===== config.mk =====
export PLATFORM = sky130hd
export DESIGN_NAME = lrbv_front
export DESIGN_NICKNAME = d
export VERILOG_FILES = /design/src/hdl/lrbv_pkg.sv /design/src/hdl/lrbv_front.sv
export SDC_FILE = /design/constraint.sdc
export NUM_CORES = 2
export LEC_CHECK = 0
export ABC_AREA = 1
export BUFFER_PORTS_ARGS = -buffer_cell sky130_fd_sc_hd__buf_4
export CAP_MARGIN = 40
export CORE_MARGIN = 10
export CORE_UTILIZATION = 50
export DETAILED_ROUTE_END_ITERATION = 6
export HOLD_SLACK_MARGIN = 0.1
export PLACE_DENSITY = 0.73
export SYNTH_ARGS = -nofsm -noshare
export SYNTH_HDL_FRONTEND = slang
export SYNTH_SLANG_ARGS = --single-unit

===== constraint.sdc =====
create_clock -name aclk -period 7.1 [get_ports aclk]
set_input_delay 0.355 -clock aclk [delete_from_list [all_inputs] [get_ports aclk]]
set_output_delay 0.355 -clock aclk [all_outputs]
set_load 0.02 [all_outputs]

===== src/hdl/lrbv_pkg.sv =====
// ----------------------------------------------------------------------------
// lrbv_pkg: shared types and constants for landmark range/bearing/visibility
// Formats, CORDIC angle table and the beat carried along the cell chain.
// ----------------------------------------------------------------------------
package lrbv_pkg;

    localparam int CORDIC_STAGES = 16;       // 8..24
    localparam int NUM_CELLS     = 25;       // one root bit per cell, >= CORDIC_STAGES
    localparam int CELL_IDX_W    = 5;

    localparam int IN_TDATA_W  = 144;
    localparam int OUT_TDATA_W = 72;

    // configuration register indexes
    localparam logic REG_FOV_LIMIT = 1'b0;
    localparam logic REG_MAX_RANGE = 1'b1;

    // Q3.13 angles, 20 bit signed
    localparam logic signed [19:0] PI_Q13      = 20'sd25736;
    localparam logic signed [19:0] TWO_PI_Q13  = 20'sd51472;
    localparam logic signed [19:0] HALF_PI_Q13 = 20'sd12868;
    localparam logic signed [19:0] SIX_PI_Q13  = 20'sd154416;
    localparam logic signed [19:0] EIGHT_PI_Q13 = 20'sd205888;
    localparam logic signed [19:0] FOUR_PI_Q13 = 20'sd102944;

    localparam logic signed [33:0] PI_Q29    = 34'sd1686629713;
    localparam logic [30:0]        PI_Q29_U  = 31'd1686629713;

    typedef struct packed {
        logic               valid;
        logic [9:0]         id;
        logic signed [15:0] hd;
        logic signed [19:0] d;      // landmark angle minus heading, Q3.13
        logic               zero;   // coincident points
        logic signed [35:0] x;
        logic signed [35:0] y;
        logic signed [33:0] z;      // Q2.29
        logic [49:0]        rem;    // radicand remainder
        logic [24:0]        root;
    } lrbv_cell_t;

    function automatic logic signed [33:0] atan_q29(input logic [CELL_IDX_W-1:0] idx);
        case (idx)
            5'd0:  atan_q29 = 34'sd421657428;
            5'd1:  atan_q29 = 34'sd248918915;
            5'd2:  atan_q29 = 34'sd131521918;
            5'd3:  atan_q29 = 34'sd66762579;
            5'd4:  atan_q29 = 34'sd33510843;
            5'd5:  atan_q29 = 34'sd16771758;
            5'd6:  atan_q29 = 34'sd8387925;
            5'd7:  atan_q29 = 34'sd4194219;
            5'd8:  atan_q29 = 34'sd2097141;
            5'd9:  atan_q29 = 34'sd1048575;
            5'd10: atan_q29 = 34'sd524288;
            5'd11: atan_q29 = 34'sd262144;
            5'd12: atan_q29 = 34'sd131072;
            5'd13: atan_q29 = 34'sd65536;
            5'd14: atan_q29 = 34'sd32768;
            5'd15: atan_q29 = 34'sd16384;
            5'd16: atan_q29 = 34'sd8192;
            5'd17: atan_q29 = 34'sd4096;
            5'd18: atan_q29 = 34'sd2048;
            5'd19: atan_q29 = 34'sd1024;
            5'd20: atan_q29 = 34'sd512;
            5'd21: atan_q29 = 34'sd256;
            5'd22: atan_q29 = 34'sd128;
            5'd23: atan_q29 = 34'sd64;
            default: atan_q29 = 34'sd0;
        endcase
    endfunction

endpackage


===== src/hdl/lrbv_front.sv =====
// ----------------------------------------------------------------------------
// lrbv_front: input stages
// Differences, squares, CORDIC pre-rotation and landmark angle minus heading.
// ----------------------------------------------------------------------------
module lrbv_front import lrbv_pkg::*; (
    input  logic                  aclk,
    input  logic                  aresetn,
    input  logic                  en,
    input  logic                  in_valid,
    input  logic [IN_TDATA_W-1:0] in_data,
    output lrbv_cell_t            cell_out
);

    // stage 0
    logic               v0_reg;
    logic signed [24:0] dx0_reg, dy0_reg;
    logic signed [15:0] hd0_reg, ori0_reg;
    logic [9:0]         id0_reg;

    // stage 1
    logic               v1_reg;
    logic [49:0]        sqx1_reg, sqy1_reg;
    logic [46:0]        mag1_reg;
    logic               ori_neg1_reg, zero1_reg;
    logic signed [35:0] x1_reg, y1_reg;
    logic signed [33:0] z1_reg;
    logic signed [15:0] hd1_reg;
    logic [9:0]         id1_reg;

    // stage 2
    logic               v2_reg;
    logic [49:0]        rad2_reg;
    logic signed [19:0] th2_reg;
    logic               zero2_reg;
    logic signed [35:0] x2_reg, y2_reg;
    logic signed [33:0] z2_reg;
    logic signed [15:0] hd2_reg;
    logic [9:0]         id2_reg;

    lrbv_cell_t cell_reg, cell_next;

    logic signed [23:0] rx, ry, lx, ly;
    logic [24:0]        adx, ady;
    logic [15:0]        ori_mag;
    logic signed [35:0] xs, ys;
    logic [47:0]        th_sum;
    logic [17:0]        th_mag;

    assign rx = in_data[23:0];
    assign ry = in_data[47:24];
    assign lx = in_data[97:74];
    assign ly = in_data[121:98];

    always_ff @(posedge aclk) begin
        if (!aresetn) begin
            v0_reg <= 1'b0;
        end else if (en) begin
            v0_reg <= in_valid;
        end
        if (en) begin
            dx0_reg  <= 25'(lx) - 25'(rx);
            dy0_reg  <= 25'(ly) - 25'(ry);
            hd0_reg  <= in_data[63:48];
            id0_reg  <= in_data[73:64];
            ori0_reg <= in_data[137:122];
        end
    end

    always_comb begin
        adx     = dx0_reg[24] ? 25'(-dx0_reg) : 25'(dx0_reg);
        ady     = dy0_reg[24] ? 25'(-dy0_reg) : 25'(dy0_reg);
        ori_mag = ori0_reg[15] ? 16'(-ori0_reg) : 16'(ori0_reg);
        xs      = 36'(dx0_reg) <<< 8;
        ys      = 36'(dy0_reg) <<< 8;
    end

    always_ff @(posedge aclk) begin
        if (!aresetn) begin
            v1_reg <= 1'b0;
        end else if (en) begin
            v1_reg <= v0_reg;
        end
        if (en) begin
            sqx1_reg     <= 50'(adx * adx);
            sqy1_reg     <= 50'(ady * ady);
            mag1_reg     <= 47'(ori_mag * PI_Q29_U);
            ori_neg1_reg <= ori0_reg[15];
            zero1_reg    <= (dx0_reg == '0) && (dy0_reg == '0);
            // left half plane: rotate by pi first
            if (dx0_reg[24]) begin
                x1_reg <= -xs;
                y1_reg <= -ys;
                z1_reg <= dy0_reg[24] ? -PI_Q29 : PI_Q29;
            end else begin
                x1_reg <= xs;
                y1_reg <= ys;
                z1_reg <= '0;
            end
            hd1_reg <= hd0_reg;
            id1_reg <= id0_reg;
        end
    end

    assign th_sum = {1'b0, mag1_reg} + 48'(1 << 29);
    assign th_mag = th_sum[47:30];

    always_ff @(posedge aclk) begin
        if (!aresetn) begin
            v2_reg <= 1'b0;
        end else if (en) begin
            v2_reg <= v1_reg;
        end
        if (en) begin
            rad2_reg  <= sqx1_reg + sqy1_reg;
            th2_reg   <= ori_neg1_reg ? -$signed({2'b0, th_mag}) : $signed({2'b0, th_mag});
            zero2_reg <= zero1_reg;
            x2_reg    <= x1_reg;
            y2_reg    <= y1_reg;
            z2_reg    <= z1_reg;
            hd2_reg   <= hd1_reg;
            id2_reg   <= id1_reg;
        end
    end

    always_comb begin
        cell_next.valid = v2_reg;
        cell_next.id    = id2_reg;
        cell_next.hd    = hd2_reg;
        cell_next.d     = th2_reg - 20'(hd2_reg);
        cell_next.zero  = zero2_reg;
        cell_next.x     = x2_reg;
        cell_next.y     = y2_reg;
        cell_next.z     = z2_reg;
        cell_next.rem   = rad2_reg;
        cell_next.root  = '0;
    end

    always_ff @(posedge aclk) begin
        if (!aresetn) begin
            cell_reg.valid <= 1'b0;
        end else if (en) begin
            cell_reg <= cell_next;
        end
    end

    assign cell_out = cell_reg;

endmodule


==> results.toml <==
[yosys]
ys_warn_count = 0
synth_cell_type_count = 60
async_reset_ff_frac = 0
syn_area_per_cell_um2 = 9.26
synth_top_cell_by_area = "fa_1"
syn_area_um2 = 73400
ys_ff_latch = 609
synth_cells = 7924
ys_seq_area_frac = 0.249
synth_top_flop_cell = "edfxtp_1"
yosys-top-cells-area = "fa_1 30%, edfxtp_1 25%, ha_1 11%, inv_1 10%, nand2_1 5.5%"
netlist.area_leader.share = 0.299
synth-edff-count = 605

[clock_tree]
clock_sinks = 609
cts_made_buffers = 71
clk_path_buf_depth = 3
cts-root-buf = "clkbuf_16"
path_clk_slew_ns = 0.06
h-tree-depth = 3
clock_latency_ns = 0.73
cts_tree = "done"

[detailed_routing]
vias = 58800
drtAntennaViolNets = 0
wl_um = 226000
drt_iter0_markers = 3878
drc_errors = 0
dr.pass1.iters = 6
drt-vias-per-instance = 5.22
post_drt_wl_per_cell_um = 20.1

[global_route]
track_usage = 0.271
antenna_found_initial = 5
gr-total-overflow = 0
grt_max_degree = 140
grt_pass1_wl_um = 345000
grt_pass1_vias = 62600

[worst_setup_path]
crit_start = "dx0_reg[0]"
max_stage_delay_ns = 0.55
reg2reg_setup_slack_ns = -0.52
critical_path.slowest_cell = "fa_1"
critical_path_buf_inv_count = 14
r2r_end = "sqx1_reg[43]"
critPathRequiredTime_ns = 7.55
path_depth = 39
worstSetupStartpointType = "flop"
worstPathMaxFanout = 5
cp_top_family = "adder cells"
critPathCaptureType = "flop"
critPathKind = "flop to flop"
reg2reg_depth = 39
arrival_ns = 8.06
r2r_start = "dx0_reg[0]"
crit_path_end = "sqx1_reg[43]"

[sta]
worstMarginPinSlew_ns = 0.988
setup_viol_count_final = 67
period_minus_slack_ns = 7.62
fin_skew_ns = 0.0452
fmax_mhz = 131
fin_crit_sh = 1.07
timing.final.hold_violations = 0
tns_ns = -20.09
drv_slew = 0
grt_setup_unrepaired = "yes"
worst_slack_ns = -0.517
slew_headroom = 0.341

[place]
dp_hpwl_um = 182000
gp_congestion = 1.01
pre_cts_ws_ns = -0.715
placed_cells = 10900
port_buffers = 329

[floorplanning]
coreArea_um2 = 146000
start_util = 0.504
die_area_um2 = 163000
row_count = 140
num_io_pins = 377
die_h_um = 403
die_w_um = 403

[final_layout]
largest_register_ffs = 157
instances_no_fill = 11300
fin_nets = 11200
drive_above_1_share = 0.280
syn2layout_area_growth_pct = 28.9
final_core_util = 0.649

[min_path]
hp-start = "in_data[101]"
hp-class = "primary input to flop"

[run_status]
run_status = "complete, but fails checks"
violations = "setup timing"

[run]
drv_cap = 0
## cells by family (layout without fill, tap and decap cells)
group / after synthesis / in the layout / synth area share
and+or+nand+nor: 2307 / 2307 / 0.130
other: 1 / 45 / 0.0000511
DFF: 609 / 609 / 0.249
AOI/OAI and AO/OA: 761 / 761 / 0.0590
buffers and inverters: 2223 / 3598 / 0.119
xor gates and xnor gates: 268 / 268 / 0.0321
adders and majority gates: 1755 / 1755 / 0.411
## final cells by class
cell class,instances,area (um^2)
repair buffers,1428,12000
clock buffers,78,1800
well taps,1917,2400
diodes,1,2.50
inverters,2040,7820
repair inverters,1,16.3
multi-input cells,5135,51700
clock inverters,51,556
flip-flops and latches,609,18200
fillers,11300,51100
## worst min-delay path: stages
cell and delay [ns]:
buf_4 0.08, ha_1 0.18, xor2_1 0.08
## per-stage QoR
| step | area [um^2] | hold slack, ns |
|---|---|---|
| 2_1_floorplan | 74100 | 0.400 |
| 3_3_place_gp | 84400 | 0.400 |
| 3_5_place_dp | 84400 | 0.405 |
| 4_1_cts | 91400 | 0.106 |
| 5_1_grt | 94600 | 0.154 |
| 6_report | 94600 | 0.149 |
## worst min path at each step
stage / endpoint / slack (ns) / cells after the start
2_1_floorplan: cell_out[105] / 0.40 / 0
3_5_place_dp: cell_out[178] / 0.40 / 0
4_1_cts: dy0_reg[22] / 0.11 / 3
3_3_place_gp: cell_out[180] / 0.40 / 0
5_1_grt: dy0_reg[22] / 0.15 / 3
6_report: dy0_reg[3] / 0.15 / 3
## Yosys cell counts (46+ instances only)
master / number
a21oi_1: 301
buf_4: 83
clkbuf_1: 47
edfxtp_1: 605
fa_1: 1095
ha_1: 660
inv_1: 2005
nand2_1: 1085
nand3_1: 193
nand4_1: 48
nor2_1: 785
nor3_1: 73
o21ai_0: 249
o21bai_1: 46
xnor2_1: 75
xor2_1: 192
## cell usage in the layout, fill, tap and decap left out, types with 18 or more instances in the layout
master         instances
nor2_1               550
buf_4               1204
a21o_1                38
a21oi_1              218
a21oi_4               25
xor2_1               166
buf_12                53
o21ai_1               31
nand3_1              147
a31oi_1               23
nor2_4               126
inv_4                 19
ha_4                  73
dlygate4sd3_1         51
o21a_1                19
conb_1                44
nand2_4               60
nand3_2               43
edfxtp_1             605
nand2_2              125
fa_2                  68
o21ai_4               18
inv_1               1832
o21bai_1              38
buf_6                108
nor2_2               140
o21ai_0              179
xnor2_1               65
o21ai_2               39
nand2_1              913
a21oi_2               58
clkbuf_16             72
ha_1                 579
fa_1                1027
xor2_2                22
inv_2                167
nor3_1                50
nand4_1               48
## routing by layer
layer | track usage | up-vias | part of all wire
met2 | 0.458 | 2215 | 0.48
met5 | 0 | - | 0.000053
met1 | 0.347 | 29000 | 0.40
met3 | 0.0527 | 542 | 0.076
met4 | 0.0994 | 2 | 0.045
li1 | - | 27000 | -
## what timing repair did
item                                   in CTS  in global routing
endpoints found under the hold margin      76                  0
hold buffers                               51                  0
buffers inserted                          116                109
pin swaps                                 290                369
gates resized for setup                   883                616
setup endpoints to repair                  76                 93
gates cloned                                3                  0
Power is not shown: default switching activity piles up to over one toggle a cycle in this logic, so the estimate is an artifact.
