--- src/hdl/lrbv_pkg.sv ---
// ----------------------------------------------------------------------------
// lrbv_pkg: shared types and constants for landmark range/bearing/visibility
// Formats, CORDIC angle table and the beat carried along the cell chain.
// ----------------------------------------------------------------------------
package lrbv_pkg;

    localparam int CORDIC_STAGES = 16;       // 8..24
    localparam int NUM_CELLS     = 25;       // one root bit per cell, >= CORDIC_STAGES
    localparam int CELL_IDX_W    = 5;

    localparam int IN_TDATA_W  = 144;
    localparam int OUT_TDATA_W = 72;

    // configuration register indexes
    localparam logic REG_FOV_LIMIT = 1'b0;
    localparam logic REG_MAX_RANGE = 1'b1;

    // Q3.13 angles, 20 bit signed
    localparam logic signed [19:0] PI_Q13      = 20'sd25736;
    localparam logic signed [19:0] TWO_PI_Q13  = 20'sd51472;
    localparam logic signed [19:0] HALF_PI_Q13 = 20'sd12868;
    localparam logic signed [19:0] SIX_PI_Q13  = 20'sd154416;
    localparam logic signed [19:0] EIGHT_PI_Q13 = 20'sd205888;
    localparam logic signed [19:0] FOUR_PI_Q13 = 20'sd102944;

    localparam logic signed [33:0] PI_Q29    = 34'sd1686629713;
    localparam logic [30:0]        PI_Q29_U  = 31'd1686629713;

    typedef struct packed {
        logic               valid;
        logic [9:0]         id;
        logic signed [15:0] hd;
        logic signed [19:0] d;      // landmark angle minus heading, Q3.13
        logic               zero;   // coincident points
        logic signed [35:0] x;
        logic signed [35:0] y;
        logic signed [33:0] z;      // Q2.29
        logic [49:0]        rem;    // radicand remainder
        logic [24:0]        root;
    } lrbv_cell_t;

    function automatic logic signed [33:0] atan_q29(input logic [CELL_IDX_W-1:0] idx);
        case (idx)
            5'd0:  atan_q29 = 34'sd421657428;
            5'd1:  atan_q29 = 34'sd248918915;
            5'd2:  atan_q29 = 34'sd131521918;
            5'd3:  atan_q29 = 34'sd66762579;
            5'd4:  atan_q29 = 34'sd33510843;
            5'd5:  atan_q29 = 34'sd16771758;
            5'd6:  atan_q29 = 34'sd8387925;
            5'd7:  atan_q29 = 34'sd4194219;
            5'd8:  atan_q29 = 34'sd2097141;
            5'd9:  atan_q29 = 34'sd1048575;
            5'd10: atan_q29 = 34'sd524288;
            5'd11: atan_q29 = 34'sd262144;
            5'd12: atan_q29 = 34'sd131072;
            5'd13: atan_q29 = 34'sd65536;
            5'd14: atan_q29 = 34'sd32768;
            5'd15: atan_q29 = 34'sd16384;
            5'd16: atan_q29 = 34'sd8192;
            5'd17: atan_q29 = 34'sd4096;
            5'd18: atan_q29 = 34'sd2048;
            5'd19: atan_q29 = 34'sd1024;
            5'd20: atan_q29 = 34'sd512;
            5'd21: atan_q29 = 34'sd256;
            5'd22: atan_q29 = 34'sd128;
            5'd23: atan_q29 = 34'sd64;
            default: atan_q29 = 34'sd0;
        endcase
    endfunction

endpackage

--- src/hdl/lrbv_cell.sv ---
// ----------------------------------------------------------------------------
// lrbv_cell: one link of the chain
// CORDIC vectoring micro-rotation (idx < CORDIC_STAGES), one integer sqrt bit.
// ----------------------------------------------------------------------------
module lrbv_cell import lrbv_pkg::*; (
    input  logic                  aclk,
    input  logic                  aresetn,
    input  logic                  en,
    input  logic [CELL_IDX_W-1:0] cell_idx,
    input  lrbv_cell_t            cell_in,
    output lrbv_cell_t            cell_out
);

    lrbv_cell_t cell_reg, cell_next;

    logic signed [35:0]    xs, ys;
    logic signed [33:0]    ang;
    logic [CELL_IDX_W-1:0] bit_pos;
    logic [51:0]           trial;

    always_comb begin
        xs      = cell_in.x >>> cell_idx;
        ys      = cell_in.y >>> cell_idx;
        ang     = atan_q29(cell_idx);
        bit_pos = CELL_IDX_W'(NUM_CELLS - 1) - cell_idx;
        // (r + 2^b)^2 - r^2
        trial   = ({27'b0, cell_in.root} << (bit_pos + 1'b1))
                + (52'd1 << {bit_pos, 1'b0});

        cell_next = cell_in;
        if (32'(cell_idx) < CORDIC_STAGES) begin
            if (!cell_in.y[35]) begin
                cell_next.x = cell_in.x + ys;
                cell_next.y = cell_in.y - xs;
                cell_next.z = cell_in.z + ang;
            end else begin
                cell_next.x = cell_in.x - ys;
                cell_next.y = cell_in.y + xs;
                cell_next.z = cell_in.z - ang;
            end
        end
        if ({2'b0, cell_in.rem} >= trial) begin
            cell_next.rem  = 50'({2'b0, cell_in.rem} - trial);
            cell_next.root = cell_in.root | (25'd1 << bit_pos);
        end
    end

    always_ff @(posedge aclk) begin
        if (!aresetn) begin
            cell_reg.valid <= 1'b0;
        end else if (en) begin
            cell_reg <= cell_next;
        end
    end

    assign cell_out = cell_reg;

endmodule

--- config.mk ---
export PLATFORM = sky130hd
export DESIGN_NAME = lrbv_cell
export DESIGN_NICKNAME = d
export VERILOG_FILES = /design/src/hdl/lrbv_pkg.sv /design/src/hdl/lrbv_cell.sv
export SDC_FILE = /design/constraint.sdc
export NUM_CORES = 1
export LEC_CHECK = 0
export BUFFER_PORTS_ARGS = -buffer_cell sky130_fd_sc_hd__buf_2
export CAP_MARGIN = 20
export CORE_UTILIZATION = 45
export DETAILED_ROUTE_END_ITERATION = 8
export GPL_TIMING_DRIVEN = 0
export PLACE_DENSITY_LB_ADDON = 0.25
export SETUP_SLACK_MARGIN = 0.2
export SYNTH_ARGS = -nofsm -noshare
export SYNTH_HDL_FRONTEND = slang
export SYNTH_SLANG_ARGS = --single-unit
--- constraint.sdc ---
create_clock -name aclk -period 20.7 [get_ports aclk]
set_input_delay 2.07 -clock aclk [delete_from_list [all_inputs] [get_ports aclk]]
set_output_delay 2.07 -clock aclk [all_outputs]
set_load 0.05 [all_outputs]
==> summary.md, run 1 <==
| Metric | Value |
|---|---|
| Run status | `finished clean` |
| Fin nets | `between 4000 and 5000` |
| Post-CTS sizing | `0` |
| Final hold violations | `0` |
| Layout cells sized above 1 | `roughly a fifth` |
| Vias/cell | `approximately 6.4` |
| Bufs and invs on worst path | `12` |
| Via count | `31200` |
| Die Footprint | `0.0676 mm2` |
| Post-Syn Area | `0.0300 mm2` |
| Synth Instances | `3465` |
| Initial antenna violation count | `14` |
| IO Pins | `466` |
| Hold WC Path Type | `reg2reg` |
| Largest cells by area after synthesis | `edfxtp_1, mux4_2, ha_1` |
| Yosys cell types | `about 110` |
| Post-synthesis sequential element count | `229` |
| Slew @ Worst Pin | `1.21 ns` |
| # Max-Cap Violations | `0` |
| Critical path's top delay family | `buffers and inverters` |
| Pin count of the biggest net entering global routing | `72` |
| Cts hold-fix bufs | `0` |
| DR iter-0 viols | `approximately 3400` |
| Post-synthesis sequential area ratio | `a little under a quarter` |
| Synth warnings | `0` |
| Die Width | `approximately 260 um` |
| Die Y | `260 um` |
| Setup CP Type | `in2reg` |
| Remaining DRCs | `0` |
| PortBufs | `465` |
| Yosys top cell by area | `edfxtp_1` |
| Hold path start | `cell_out[228]` |
| Routed Antenna Nets | `0` |
| Max FFs per register | `around 230` |
| Routed WL per cell | `approximately 26 um` |
| Final Routed Wirelength | `127 mm` |
| Worst-path clk slew | `0.06 ns` |
| Worst Path Arrival | `15.32 ns` |
| Gpl congestion | `1.07` |
| Grt total ovfl | `0` |
| Area share of the largest cell type after synthesis | `22.8%` |
| Vias in the first global route | `between 20000 and 30000` |
| Worst vdd ir | `72.0 uV` |
| Clock sink total | `229` |
| CTS tree | `done` |
| Area grow syn2layout | `14.6%` |
| Final slew viol count | `0` |
| Root Driver | `clkbuf_16` |
| Fmax | `0.0666 GHz` |
| Dpl hpwl | `102 mm` |
| # setup viols final | `0` |
| Cts bufs inserted | `26` |
| Core Region | `0.0659 mm2` |
| P per Cell Area | `80.0 mW/mm2` |
| Final Skew | `0 ns` |
| CTS H-tree depth | `1` |
| Avg Inst Size Synth | `a little under 9 um2` |
| Sum Neg Setup Slack | `0 ns` |
| CP max stage cell | `clkbuf_1` |
| Number of setup buffers added after CTS | `0` |
| RSZ-0062 raised after global routing | `false` |
| Crit path capture type | `flop` |
| Initial Util | `a little under half` |
| Worst Path Max Fanout | `13` |
| Clk_lat worst skew | `0.58 ns` |
| Critical Path Start | `cell_idx[2]` |
| Reg2Reg Launch Point | `cell_out[228]` |
| DRT Pass-1 Iters | `7` |
| Final period util | `72.6%` |
| Syn Nets | `3903` |
| Post-synth EDFFs | `228` |
| Tot GR Track Use | `36.4%` |
| Std cell rows | `94` |
| Finished Layout Cells | `4858` |
| CP max stage delay | `just under 0.8 ns` |
| First-pass GRT wire length | `187 mm` |
| Asr flop ratio synth | `0%` |
| Type of origin of the critical path | `input pin` |
| Hold Worst Slack | `around 0.53 ns` |
| Crit path time final | `15.02 ns` |
| Clock Tree Buf Depth | `3` |
| Worst Path Required | `21.00 ns` |
| Worst slew margin | `roughly 19%` |
| Leak | `0.0142 uW` |
| Prevailing post-synth register cell | `edfxtp_1` |
| Cells after DPL | `4802` |
| Total power | `roughly 2700 uW` |
placed cells by master, fill, tap and decap left out, drive strengths merged, types with 113 or more instances in the layout:
master	netlist	routed
clkbuf	140	168
xnor2	141	141
nand2	418	418
edfxtp	228	228
nor2	297	297
a21oi	227	227
ha	197	197
buf	85	558
mux4	113	113
xor2	122	122
o21ai	231	231
cell usage after synthesis (52+ instances only):
master     count
mux4_2       113
xor2_1       122
a21o_1        80
a31oi_1       52
nor3_1        67
a21oi_1      226
edfxtp_1     228
nand3_1       71
nand2_1      416
and3_1        80
ha_1         197
xnor2_1      141
inv_1         79
a2111oi_0     70
nor2_1       296
clkbuf_1     139
mux2i_1       73
o21ai_0      219
o211ai_1      65
where the power goes:
part	leakage [uW]	total [uW]	internal [uW]	switching [uW]
Sequential	0.00215	609	596	13.6
Clock	0.000378	439	241	199
Combinational	0.0117	1700	606	1090
Total	0.0142	2750	1440	1310
worst min-delay path: cells and delay by family, from the launching register on:
kind	cells	cell delay, ns
mux	1	0.06
flops	1	0.32
simple gates	1	0.10
kinds of logic after synthesis:
group,after synthesis,synth area share [%]
AOI/OAI and AO/OA,999,22.4
xor gates and xnor gates,265,7.84
adders and majority gates,201,8.49
buffers and inverters,307,4.46
DFF,229,22.9
muxes,277,14.8
and+or+nand+nor,1187,19.1
stage by stage:
step           util [%]  setup WS [ns]  instance area (um2)
5_1_grt            52.1           4.86                34300
3_3_place_gp       50.7           4.96                33400
4_1_cts            52.1           5.99                34300
2_1_floorplan         -           8.86                30000
6_report           52.1           5.68                34300
3_5_place_dp       50.9           5.42                33500
final cells by class:
class,count,area (um2)
Antenna cell,12,30.0
Buffer,225,1030
Clock buffer,28,658
Clock inverter,16,118
Fill cell,6466,31500
Inverter,82,308
Multi-Input combinational cell,2929,21800
Sequential cell,229,6870
Tap cell,864,1080
Timing Repair Buffer,473,2470
metal layers:
layer  routed length (um)  GRT usage (%)
met1                51100           47.3
met2                58000           58.6
met3                10400           4.72
met4                 7890           19.8
met5                   40              0
final timing paths:
kind,cells after the start,slack [ns],end
setup / recovery,42,5.68,cell_out[68]
hold / removal,2,0.53,cell_out[228]
setup reg to reg,2,20.11,cell_out[228]
hold reg to reg,2,0.53,cell_out[228]
No activity file was read; power rests on OpenSTA's default activity.
==> run 2: changes to the inputs <==
- clock period: 20.7 -> 13.3 ns (I/O delays scaled with it)
==> summary.md, run 2 (synthesis results as in run 1) <==
| Metric | Value |
|---|---|
| Dpl hpwl | `between 100 and 150 mm` |
| Hold WC Path Type | `reg2reg` |
| Cts bufs inserted | `26` |
| Pin count of the biggest net entering global routing | `just over 70` |
| Fin util | `around 52%` |
| Worst Path Arrival | `12.85 ns` |
| Most common cell after layout, fill and taps aside | `buf_2` |
| Std cell rows | `94` |
| Total power | `4280 uW` |
| Routed Antenna Nets | `0` |
| RSZ-0062 raised after global routing | `false` |
| Type of origin of the critical path | `input pin` |
| Routed WL per cell | `26.2 um` |
| Max FFs per register | `229` |
| Worst reg-to-reg path cell count | `2` |
| Critical path's top delay family | `buffers and inverters` |
| Area of the multi-input gates | `~0.022 mm2` |
| Tot GR Track Use | `36.4%` |
| Bufs and invs on worst path | `10` |
| Area grow syn2layout | `14.7%` |
| FF/Latch Area | `0.00687 mm2` |
| Initial antenna violation count | `13` |
| Core Region | `around 0.066 mm2` |
| Worst Path Max Fanout | `10` |
| Crit path capture type | `flop` |
| DRT Pass-1 Iters | `6` |
| Clk_lat worst skew | `0.58 ns` |
| Vias/cell | `approximately 6.4` |
| Hold Worst Slack | `~0.53 ns` |
| Fmax | `0.0797 GHz` |
| Leak | `0.0143 uW` |
| # setup viols final | `0` |
| Layout filler cell count | `6456` |
| DR iter-0 viols | `3335` |
| Final Skew | `0 ns` |
| Final Routed Wirelength | `approximately 130 mm` |
| PortBufs | `465` |
| Initial Util | `45.5%` |
| Worst vdd ir | `112 uV` |
| Fin nets | `4403` |
| Number of setup buffers added after CTS | `0` |
| Worst-path clk slew | `roughly 0.070 ns` |
| Layout cells sized above 1 | `between 20% and 30%` |
| Final slew viol count | `0` |
| CP max stage cell | `clkbuf_1` |
| First-pass GRT wire length | `187 mm` |
| Vias in the first global route | `29200` |
| CTS tree | `done` |
| Clock sink total | `229` |
| Crit path time final | `12.54 ns` |
| Root Driver | `clkbuf_16` |
| CP max stage delay | `~0.70 ns` |
| Via count | `31200` |
| Final period util | `94.3%` |
| Hold path depth | `2` |
| CTS H-tree depth | `1` |
| Worst path depth | `39` |
| Remaining DRCs | `0` |
| Worst Path Required | `13.61 ns` |
| Finished Layout Cells | `slightly below 5000` |
| Die Y | `260 um` |
| Final hold violations | `0` |
| P per Cell Area | `124 mW/mm2` |
| Setup CP Type | `in2reg` |
| # Max-Cap Violations | `0` |
| IO Pins | `466` |
| Grt total ovfl | `0` |
| Run status | `finished clean` |
| Most frequent cells in the layout | `buf_2, nand2_1, nor2_1, edfxtp_1, a21oi_1` |
| Gpl congestion | `1.07` |
| Die Width | `between 200 and 300 um` |
| Worst slew margin | `between 20% and 30%` |
| Cells after DPL | `4802` |
| Slew @ Worst Pin | `between 1 and 1.5 ns` |
| Clock Tree Buf Depth | `3` |
| Die Footprint | `between 0.06 and 0.07 mm2` |
run 2: cell types whose count changed in the layout (fill, tap and decap cells not counted), moves of 3 or more:
cell,delta
a2111oi_0,-5
a2111oi_1,+3
buf_1,-3
clkbuf_1,-9
clkbuf_2,+9
run 2: per-stage QoR:
stage / setup WS [ns] / area, um2 / TNS, ns
2_1_floorplan: 2.20 / 30000 / 0
3_5_place_dp: -1.24 / 33500 / -62.70
3_3_place_gp: -1.70 / 33400 / -95.65
4_1_cts: 0.217 / 34300 / 0
6_report: 0.758 / 34400 / 0
5_1_grt: 0.263 / 34400 / 0
run 2: worst paths after layout:
kind                  from  slack, ns             to
max            cell_idx[4]       0.76   cell_out[73]
min reg2reg  cell_out[228]       0.53  cell_out[228]
min          cell_out[228]       0.53  cell_out[228]
max reg2reg  cell_out[228]      12.71  cell_out[228]
run 2: metal layers:
layer	up-vias	share of wire, %	global-route usage [%]
met5	-	0.031	0
met4	6	6.5	20.5
li1	14200	-	-
met3	358	8.1	4.61
met1	15000	40	47.2
met2	1734	45	58.3
run 2: worst min-delay path: cells and delay by family, from the launching register on:
family	cells	cell delay (ns)
DFF	1	0.32
and+or+nand+nor	1	0.10
muxes	1	0.06
run 2: what timing repair did:
action                                  4_1_cts  5_1_grt
pin swaps                                     0        1
cloned                                        0        0
hold buffers                                  0        0
gates resized for setup                       4       29
endpoints found under the setup margin       75       75
endpoints found under the hold margin         0        0
run 2: final cells by class:
| cell class | instances | share of cell area, % |
|---|---|---|
| multi-input cells | 2929 | 63.4 |
| flip-flops and latches | 229 | 20.0 |
| repair buffers | 473 | 7.20 |
| well taps | 864 | 3.15 |
| plain buffers | 224 | 3.02 |
| clock buffers | 28 | 1.91 |
| inverters | 82 | 0.896 |
| clock inverters | 16 | 0.342 |
| diodes | 10 | 0.0728 |
run 2: where the power goes:
group	switching, uW	internal [uW]	total (uW)
clock	309	374	684
sequential	21.1	927	948
combinational	1700	947	2650
