==> src/hdl/lrbv_pkg.sv <==
// ----------------------------------------------------------------------------
// lrbv_pkg: shared types and constants for landmark range/bearing/visibility
// Formats, CORDIC angle table and the beat carried along the cell chain.
// ----------------------------------------------------------------------------
package lrbv_pkg;

    localparam int CORDIC_STAGES = 16;       // 8..24
    localparam int NUM_CELLS     = 25;       // one root bit per cell, >= CORDIC_STAGES
    localparam int CELL_IDX_W    = 5;

    localparam int IN_TDATA_W  = 144;
    localparam int OUT_TDATA_W = 72;

    // configuration register indexes
    localparam logic REG_FOV_LIMIT = 1'b0;
    localparam logic REG_MAX_RANGE = 1'b1;

    // Q3.13 angles, 20 bit signed
    localparam logic signed [19:0] PI_Q13      = 20'sd25736;
    localparam logic signed [19:0] TWO_PI_Q13  = 20'sd51472;
    localparam logic signed [19:0] HALF_PI_Q13 = 20'sd12868;
    localparam logic signed [19:0] SIX_PI_Q13  = 20'sd154416;
    localparam logic signed [19:0] EIGHT_PI_Q13 = 20'sd205888;
    localparam logic signed [19:0] FOUR_PI_Q13 = 20'sd102944;

    localparam logic signed [33:0] PI_Q29    = 34'sd1686629713;
    localparam logic [30:0]        PI_Q29_U  = 31'd1686629713;

    typedef struct packed {
        logic               valid;
        logic [9:0]         id;
        logic signed [15:0] hd;
        logic signed [19:0] d;      // landmark angle minus heading, Q3.13
        logic               zero;   // coincident points
        logic signed [35:0] x;
        logic signed [35:0] y;
        logic signed [33:0] z;      // Q2.29
        logic [49:0]        rem;    // radicand remainder
        logic [24:0]        root;
    } lrbv_cell_t;

    function automatic logic signed [33:0] atan_q29(input logic [CELL_IDX_W-1:0] idx);
        case (idx)
            5'd0:  atan_q29 = 34'sd421657428;
            5'd1:  atan_q29 = 34'sd248918915;
            5'd2:  atan_q29 = 34'sd131521918;
            5'd3:  atan_q29 = 34'sd66762579;
            5'd4:  atan_q29 = 34'sd33510843;
            5'd5:  atan_q29 = 34'sd16771758;
            5'd6:  atan_q29 = 34'sd8387925;
            5'd7:  atan_q29 = 34'sd4194219;
            5'd8:  atan_q29 = 34'sd2097141;
            5'd9:  atan_q29 = 34'sd1048575;
            5'd10: atan_q29 = 34'sd524288;
            5'd11: atan_q29 = 34'sd262144;
            5'd12: atan_q29 = 34'sd131072;
            5'd13: atan_q29 = 34'sd65536;
            5'd14: atan_q29 = 34'sd32768;
            5'd15: atan_q29 = 34'sd16384;
            5'd16: atan_q29 = 34'sd8192;
            5'd17: atan_q29 = 34'sd4096;
            5'd18: atan_q29 = 34'sd2048;
            5'd19: atan_q29 = 34'sd1024;
            5'd20: atan_q29 = 34'sd512;
            5'd21: atan_q29 = 34'sd256;
            5'd22: atan_q29 = 34'sd128;
            5'd23: atan_q29 = 34'sd64;
            default: atan_q29 = 34'sd0;
        endcase
    endfunction

endpackage

==> src/hdl/lrbv_back.sv <==
// ----------------------------------------------------------------------------
// lrbv_back: output stages
// Bearing wrap, viewing angle reduction and fold, visibility, output register.
// ----------------------------------------------------------------------------
module lrbv_back import lrbv_pkg::*; (
    input  logic                   aclk,
    input  logic                   aresetn,
    input  logic                   en,
    input  lrbv_cell_t             cell_in,
    input  logic [14:0]            fov_limit,
    input  logic [24:0]            max_range,
    output logic                   out_valid,
    output logic [OUT_TDATA_W-1:0] out_data
);

    logic               v0_reg, v1_reg, out_valid_reg;
    logic signed [19:0] brg0_reg, brg1_reg, d0_reg, d1_reg;
    logic [24:0]        rng0_reg, rng1_reg;
    logic [9:0]         id0_reg, id1_reg;
    logic [OUT_TDATA_W-1:0] out_data_reg;

    logic [35:0]        z_sum;
    logic signed [19:0] ang, da, db, dc, dd, bw, bw2, fa, fb;
    logic [19:0]        bmag;
    logic               vis;

    always_comb begin
        z_sum = 36'(cell_in.z) + 36'd32768;
        ang   = cell_in.zero ? 20'sd0 : 20'($signed(z_sum) >>> 16);
        da    = cell_in.d[19] ? cell_in.d + SIX_PI_Q13 : cell_in.d;
        db    = (da >= EIGHT_PI_Q13) ? da - EIGHT_PI_Q13 : da;
    end

    always_ff @(posedge aclk) begin
        if (!aresetn) begin
            v0_reg <= 1'b0;
        end else if (en) begin
            v0_reg <= cell_in.valid;
        end
        if (en) begin
            brg0_reg <= ang - 20'(cell_in.hd);
            d0_reg   <= db;
            rng0_reg <= cell_in.root;
            id0_reg  <= cell_in.id;
        end
    end

    always_comb begin
        bw  = (brg0_reg > PI_Q13) ? brg0_reg - TWO_PI_Q13 : brg0_reg;
        bw2 = (bw < -PI_Q13) ? bw + TWO_PI_Q13 : bw;
        dc  = (d0_reg >= FOUR_PI_Q13) ? d0_reg - FOUR_PI_Q13 : d0_reg;
        dd  = (dc >= TWO_PI_Q13) ? dc - TWO_PI_Q13 : dc;
    end

    always_ff @(posedge aclk) begin
        if (!aresetn) begin
            v1_reg <= 1'b0;
        end else if (en) begin
            v1_reg <= v0_reg;
        end
        if (en) begin
            brg1_reg <= bw2;
            d1_reg   <= dd;
            rng1_reg <= rng0_reg;
            id1_reg  <= id0_reg;
        end
    end

    always_comb begin
        fa   = (d1_reg > PI_Q13) ? TWO_PI_Q13 - d1_reg : d1_reg;
        fb   = (fa > HALF_PI_Q13) ? PI_Q13 - fa : fa;
        bmag = brg1_reg[19] ? 20'(-brg1_reg) : 20'(brg1_reg);
        vis  = (bmag < {5'b0, fov_limit}) && (rng1_reg < max_range);
    end

    always_ff @(posedge aclk) begin
        if (!aresetn) begin
            out_valid_reg <= 1'b0;
        end else if (en) begin
            out_valid_reg <= v1_reg;
        end
        if (en) begin
            out_data_reg <= {6'b0, fb[13:0], brg1_reg[15:0], rng1_reg, id1_reg, vis};
        end
    end

    assign out_valid = out_valid_reg;
    assign out_data  = out_data_reg;

endmodule

==> config.mk <==
export PLATFORM = sky130hd
export DESIGN_NAME = lrbv_back
export DESIGN_NICKNAME = d
export VERILOG_FILES = /design/src/hdl/lrbv_pkg.sv /design/src/hdl/lrbv_back.sv
export SDC_FILE = /design/constraint.sdc
export NUM_CORES = 1
export LEC_CHECK = 0
export BUFFER_PORTS_ARGS = -buffer_cell sky130_fd_sc_hd__buf_2
export CORE_UTILIZATION = 45
export DETAILED_ROUTE_END_ITERATION = 10
export GPL_TIMING_DRIVEN = 0
export PLACE_DENSITY_LB_ADDON = 0.1
export SYNTH_ARGS = -nofsm -noshare
export SYNTH_HDL_FRONTEND = slang
export SYNTH_SLANG_ARGS = --single-unit
==> constraint.sdc <==
create_clock -name aclk -period 4.04 [get_ports aclk]
set_clock_uncertainty 0.1 [all_clocks]
set_input_delay 0.808 -clock aclk [delete_from_list [all_inputs] [get_ports aclk]]
set_output_delay 0.808 -clock aclk [all_outputs]
set_load 0.05 [all_outputs]
==> run summary, run 1 <==
DR DRC count - 0
clock slew at reported path FFs - 0.06 ns
die area - 0.02999 mm2
worst hold start - rng0_reg[18]
Seq/Total Area, Yosys - 49.64%
dpl cell area - 0.01473 mm2
Yosys top cell area share - 49.19%
Largest register FFs - 66
Hold Violations, Final - 0
RSZ-0062 raised after global routing - true
Ports - 345
GRT Overall Usage - 17.33%
first drt pass iteration count - 4
Worst EP arrival - 4.08 ns
total power per unit cell area - 495.3 mW/mm2
Worst Path Buf+Inv - 2
DR vias - 9529
first-pass GRT wire length - 43.48 mm
Antenna Nets Post-Route - 0
VDD IR-drop max - 0.2717 mV
Crit. End Element - flip-flop
kind of critical path - flip-flop to flip-flop
cell taking the most area after synthesis - edfxtp_1
Row Count - 62
CP max stage delay - 0.43 ns
Initial Util - 45.82%
most frequent cells after synthesis - edfxtp_1 (216), nand2_1 (100), nor2_1 (92)
Root Buffer Master - clkbuf_16
Final setup viols - 0
slew margin rel. - 23.20%
Yosys cell types - 88
CTS Sinks - 219
routed wire length - 26.04 mm
layout cells sized above 1 - 21.30%
sequence of cells on the critical path - inv_2, ha_4, nor2b_4, o211ai_1, a21o_1, buf_6, xnor2_4, ha_4, nand3_2, a211o_1, o21a_1, mux2i_1, o211ai_1, a41oi_2, a21oi_4, nand3b_1, mux2i_1, xor2_1
initial antenna violation count - 1
latest clock arrival within the worst-skew pair - 0.51 ns
Syn. warnings - 0
Worst Hold Class - flip-flop to flip-flop
CTS tree - yes
WL/cell - 13.80 um
Die Y - 173.2 um
HPWL Detailed - 19.46 mm
Tmin final - 3.944 ns
synthesized flop and latch total - 219
Post-Syn Area - 0.01319 mm2
Buffers on Ports - 200
CP max-delay cell - edfxtp_1
fill count - 2586
number of synthesized flops with an enable pin - 216
synth top area cells - edfxtp_1 (49%), ha_1 (6.5%), xnor2_1 (5.5%)
# hold bufs at CTS - 0
Final Cycle Share - 97.62%
worst-margin pin slew - 1.137 ns
Lkg Pwr - 6.459 nW
Die Wd - 173.2 um
Critical Path Start - brg0_reg[4]
P&R area growth vs syn - 20.38%
max-cap violations - 0
worst reg2reg startpoint - brg0_reg[4]
pre-CTS setup slack - -0.7997 ns
H-tree Lvls - 1
RD Place Congestion - 0.8495
Post-Layout Inst Area - 0.01587 mm2
syn avg cell area - 10.63 um2
pin count of the biggest net entering global routing - 124
TritonCTS Buffers - 24
vias per inst - 5.050
vias in the first global route - 9150
status - completed
Synth Instances - 1241
prevailing post-synth register cell - edfxtp_1
Final WS setup - 0.09602 ns
Async SR Flop Fraction - 0%
most frequent cell after synthesis - edfxtp_1
1st-iter DRT viols - 502
Pins Over Slew Limit - 0
Core Area - 0.02878 mm2
CTS Buffer Depth - 3
Layout Nets - 1828
CP Max Fanout - 8
Remaining Overflow, GRT - 0
crit path launch type - flip-flop
delay-heaviest family, CP - compound AO/OA/AOI/OAI gates
Max Freq - 253.6 MHz
WP data required - 4.18 ns
==> stage by stage <==
step	cells	TNS, ns	utilization [%]	hold WS, ns	power, mW
finish	1887	0	55.16	0.3075	7.862
global route	1886	-0.1171	55.15	0.3068	8.324
CTS	1874	0	54.58	0.3049	7.876
detailed placement	1831	-17.14	51.17	0.3045	5.493
global placement	1830	-191.61	51.03	0.3010	5.467
floorplan	1246	0	-	0.3003	4.921
==> where the power goes <==
group          total (mW)  internal, mW  leakage [nW]  switching [mW]
logic                2.44         0.962          3.91            1.48
clock network        2.29          1.46         0.409           0.825
registers            3.13          2.94          2.14           0.199
==> placed cells by master, fill, tap and decap left out, drive strengths merged, types with 13 or more instances in the layout <==
master,n
a21o,25
a21oi,56
buf,243
clkbuf,52
edfxtp,216
ha,69
inv,89
nand2,100
nand2b,19
nand3,29
nor2,94
nor2b,15
nor3,30
nor4,18
o21a,15
o21ai,54
o31ai,13
xnor2,83
xor2,62
==> final cells by class <==
cell class / instances / area [um2] / area share (%)
sequential: 219 / 6546 / 41.24
multi-input combinational: 889 / 6260 / 39.43
timing repair buffer: 221 / 1189 / 7.488
clock buffer: 31 / 658.1 / 4.146
tap: 384 / 480.5 / 3.027
inverter: 88 / 330.3 / 2.081
buffer: 43 / 227.7 / 1.435
clock inverter: 11 / 180.2 / 1.135
antenna: 1 / 2.502 / 0.01576
==> cell families after synthesis <==
family	Yosys count	synth area share, %
xor gates and xnor gates	145	9.631
other	1	0.02844
DFF	219	49.64
AOI/OAI and AO/OA	264	13.77
buffers and inverters	138	4.289
adders and majority gates	70	6.699
muxes	14	1.082
and+or+nand+nor	390	14.86
==> repair_timing <==
item,in CTS,in global routing
gates resized for setup,20,23
setup buffers,7,13
endpoints found under the setup margin,40,49
pin swaps,3,10
==> worst reg2reg max path, stage by stage (launching register included) <==
cell	delay, ns
edfxtp_1	0.43
inv_2	0.15
ha_4	0.21
nor2b_4	0.17
o211ai_1	0.19
a21o_1	0.26
buf_6	0.15
xnor2_4	0.20
ha_4	0.18
nand3_2	0.07
a211o_1	0.25
o21a_1	0.10
mux2i_1	0.21
o211ai_1	0.16
a41oi_2	0.30
a21oi_4	0.12
nand3b_1	0.12
mux2i_1	0.21
xor2_1	0.09
==> per-layer routing <==
layer  global-route usage (%)  up-vias  wire length [um]
met5                        0        -                 0
met4                    3.945        0               368
met3                    2.133       32              1025
met2                    29.00      218             11860
met1                    24.02     4272             12780
li1                         -     5007                 -
==> final timing paths <==
check,slack [ns],to,cells after the start
setup / recovery,0.1,brg1_reg[18],18
hold / removal,0.31,rng1_reg[18],0
setup reg to reg,0.1,brg1_reg[18],18
hold reg to reg,0.31,rng1_reg[18],0
(Power assumes the default switching activity.)
==> inputs of run 2 (changes only) <==
==> constraint.sdc (replaced) <==
create_clock -name aclk -period 4.04 [get_ports aclk]
set_clock_uncertainty 0.1 [all_clocks]
set_input_delay 1.212 -clock aclk [delete_from_list [all_inputs] [get_ports aclk]]
set_output_delay 1.212 -clock aclk [all_outputs]
set_load 0.05 [all_outputs]
==> run 2 against run 1 <==
Maximum frequency rose by 0.75%. Wire length fell by 0.98%. Cell area rose by 0.10%. Clock power fell by 16%.
==> run summary, run 2 (synthesized netlist as in run 1, its figures left out) <==
crit path launch type - flip-flop
Pins Over Slew Limit - 0 (unchanged)
Remaining Overflow, GRT - 0 (unchanged)
1st-iter DRT viols - 537 (+7.0%)
Crit. End Element - flip-flop
clock share of power - 25.5% (-3.6 points)
pre-CTS setup slack - -0.7784 ns (+0.02127 ns)
sequence of cells on the critical path - inv_2, ha_4, nor2b_4, o211ai_1, a21o_1, buf_6, xnor2_4, ha_4, nand3_2, a211o_1, o21a_1, mux2i_1, o211ai_1, a41oi_2, a21oi_4, buf_4, mux2_1
H-tree Lvls - 1 (unchanged)
die area - 0.02999 mm2 (unchanged)
Initial Util - 45.82% (unchanged)
Die Wd - 173.2 um (unchanged)
initial antenna violation count - 0 (-1)
diode count - 0 (-1)
clock slew at reported path FFs - 0.06 ns (about the same)
Final Cycle Share - 96.90% (-0.73 points)
CP Max Fanout - 6 (-2)
Comb power frac - 32.9% (+1.8 points)
final core occ - 55.21% (+0.057 points)
CTS Buffer Depth - 3 (unchanged)
Antenna Nets Post-Route - 0 (unchanged)
sequential power share - 41.7% (+1.8 points)
Ports - 345 (unchanged)
Net Sw Frac - 33.07% (+1.2 points)
Max Freq - 255.5 MHz (+0.75%)
Fin Setup TNS - 0 ns (unchanged)
TritonCTS Buffers - 23 (-4.2%)
hold endpoint - rng1_reg[15]
vias per inst - 5.069 (+0.38%)
routed wire length - 25.78 mm (-0.98%)
P&R area growth vs syn - 20.50%
status - completed
RD Place Congestion - 0.8472 (-0.27%)
Layout Nets - 1842 (+0.77%)
latest clock arrival within the worst-skew pair - 0.50 ns (about the same)
fill count - 2616 (+1.2%)
pin count of the biggest net entering global routing - 123 (-0.81%)
Lkg Pwr - 6.481 nW (+0.34%)
Reg2Reg Setup Slack - 0.13 ns (+0.03 ns)
WL/cell - 13.57 um (-1.7%)
worst-margin pin slew - 1.218 ns (+0.08077 ns)
DR DRC count - 0 (unchanged)
Pint - 5.035 mW (-6.1%)
Worst EP arrival - 4.06 ns (-0.02 ns)
Switch Pwr - 2.487 mW (-0.64%)
total power per unit cell area - 473.4 mW/mm2 (-4.4%)
kind of critical path - flip-flop to flip-flop
vias in the first global route - 8919 (-2.5%)
Die Y - 173.2 um (unchanged)
worst reg2reg startpoint - brg0_reg[4]
max-cap violations - 0 (unchanged)
commonest non-fill, non-tap cell in the layout - edfxtp_1
Largest register FFs - 66 (unchanged)
CP max-delay cell - edfxtp_1
Core Area - 0.02878 mm2 (unchanged)
VDD IR-drop max - 0.2681 mV (-1.3%)
Tmin final - 3.915 ns (-0.02933 ns)
worst hold start - rng0_reg[15]
Worst Hold Class - flip-flop to flip-flop
HPWL Detailed - 19.29 mm (-0.85%)
Min-Delay Path Depth - 0 (unchanged)
slew margin rel. - 17.75% (-5.5 points)
WP data required - 4.18 ns (about the same)
Final setup viols - 0 (unchanged)
DR vias - 9631 (+1.1%)
GRT Overall Usage - 16.99% (-0.33 points)
FF-to-FF End - brg1_reg[5]
FF-to-FF path depth - 17 (-1)
# hold bufs at CTS - 0 (unchanged)
Root Buffer Master - clkbuf_16
CTS tree - yes
most frequent cells in the layout - edfxtp_1 (216), buf_2 (210), nand2_1 (99)
first-pass GRT wire length - 42.85 mm (-1.4%)
Buffers on Ports - 200 (unchanged)
layout cells sized above 1 - 22.89% (+1.6 points)
CP max stage delay - 0.42 ns (about the same)
Hold Violations, Final - 0 (unchanged)
first drt pass iteration count - 5 (+1)
Final WS setup - 0.1254 ns (+0.02933 ns)
Row Count - 62 (unchanged)
CTS Sinks - 219 (unchanged)
## run 2: cell types whose count changed in the layout (fill, tap and decap cells not counted), sizes merged
cell / delta
clkinvlp: +2
diode: -1
clkbuf: -6
clkinv: +6
bufinv: -4
buf: +16
## run 2: metal layers
metal | vias up | part of all wire (%) | GRT usage (%)
li1 | 5047 | - | -
met1 | 4322 | 49 | 24.14
met2 | 238 | 46 | 28.16
met3 | 24 | 4.2 | 1.715
met4 | 0 | 1.4 | 3.650
met5 | - | 0 | 0
## run 2: worst max-delay path by stage
stage	startpoint	end	slack (ns)	depth (start not counted)
floorplan	cell_in[201]	d0_reg[9]	0.01	15
global placement	en	v1_reg	-1.31	3
detailed placement	brg0_reg[4]	brg1_reg[14]	-0.78	20
CTS	d0_reg[5]	d1_reg[9]	0.007	15
global route	brg0_reg[4]	brg1_reg[18]	-0.03	19
finish	brg0_reg[4]	brg1_reg[5]	0.13	17
## run 2: critical path, delay by kind of cell, from the launching register on
family                     cells  cell delay (ns)
and+or+nand+nor                2             0.23
DFF                            1             0.42
AOI/OAI and AO/OA              7             1.43
muxes                          2             0.48
xor gates and xnor gates       1             0.20
adders and majority gates      2             0.36
buffers and inverters          3             0.44
## run 2: power by group through the flow
stage	registers [mW]	clock network, mW	logic, mW
3_3_place_gp	3.17	0	2.30
5_1_grt	3.17	2.06	2.74
2_1_floorplan	3.44	0	1.49
4_1_cts	3.13	1.99	2.37
3_5_place_dp	3.17	0	2.32
6_report	3.13	1.92	2.47
## run 2: final cells by class
cell class                      instances  area (um2)  share of cell area, %
Sequential cell                       219        6546                  41.20
Multi-Input combinational cell        889        6300                  39.65
Timing Repair Buffer                  238        1316                  8.283
Clock buffer                           26       586.8                  3.693
Tap cell                              384       480.5                  3.024
Inverter                               88       330.3                  2.079
Buffer                                 41       221.5                  1.394
Clock inverter                         15       108.9                 0.6850
## run 2: metrics by stage
step / total power, mW / cells / hold WS [ns] / area, um2
global route: 7.981 / 1900 / 0.3215 / 15890
detailed placement: 5.487 / 1831 / 0.3045 / 14740
finish: 7.522 / 1900 / 0.3178 / 15890
CTS: 7.495 / 1872 / 0.3189 / 15560
global placement: 5.465 / 1830 / 0.3004 / 14700
floorplan: 4.923 / 1246 / 0.3003 / 13220
## run 2: timing repair
| item | 4_1_cts | 5_1_grt |
|---|---|---|
| setup endpoints to repair | 44 | 49 |
| gates resized for setup | 20 | 27 |
| pin swaps | 4 | 21 |
| setup buffers | 6 | 31 |
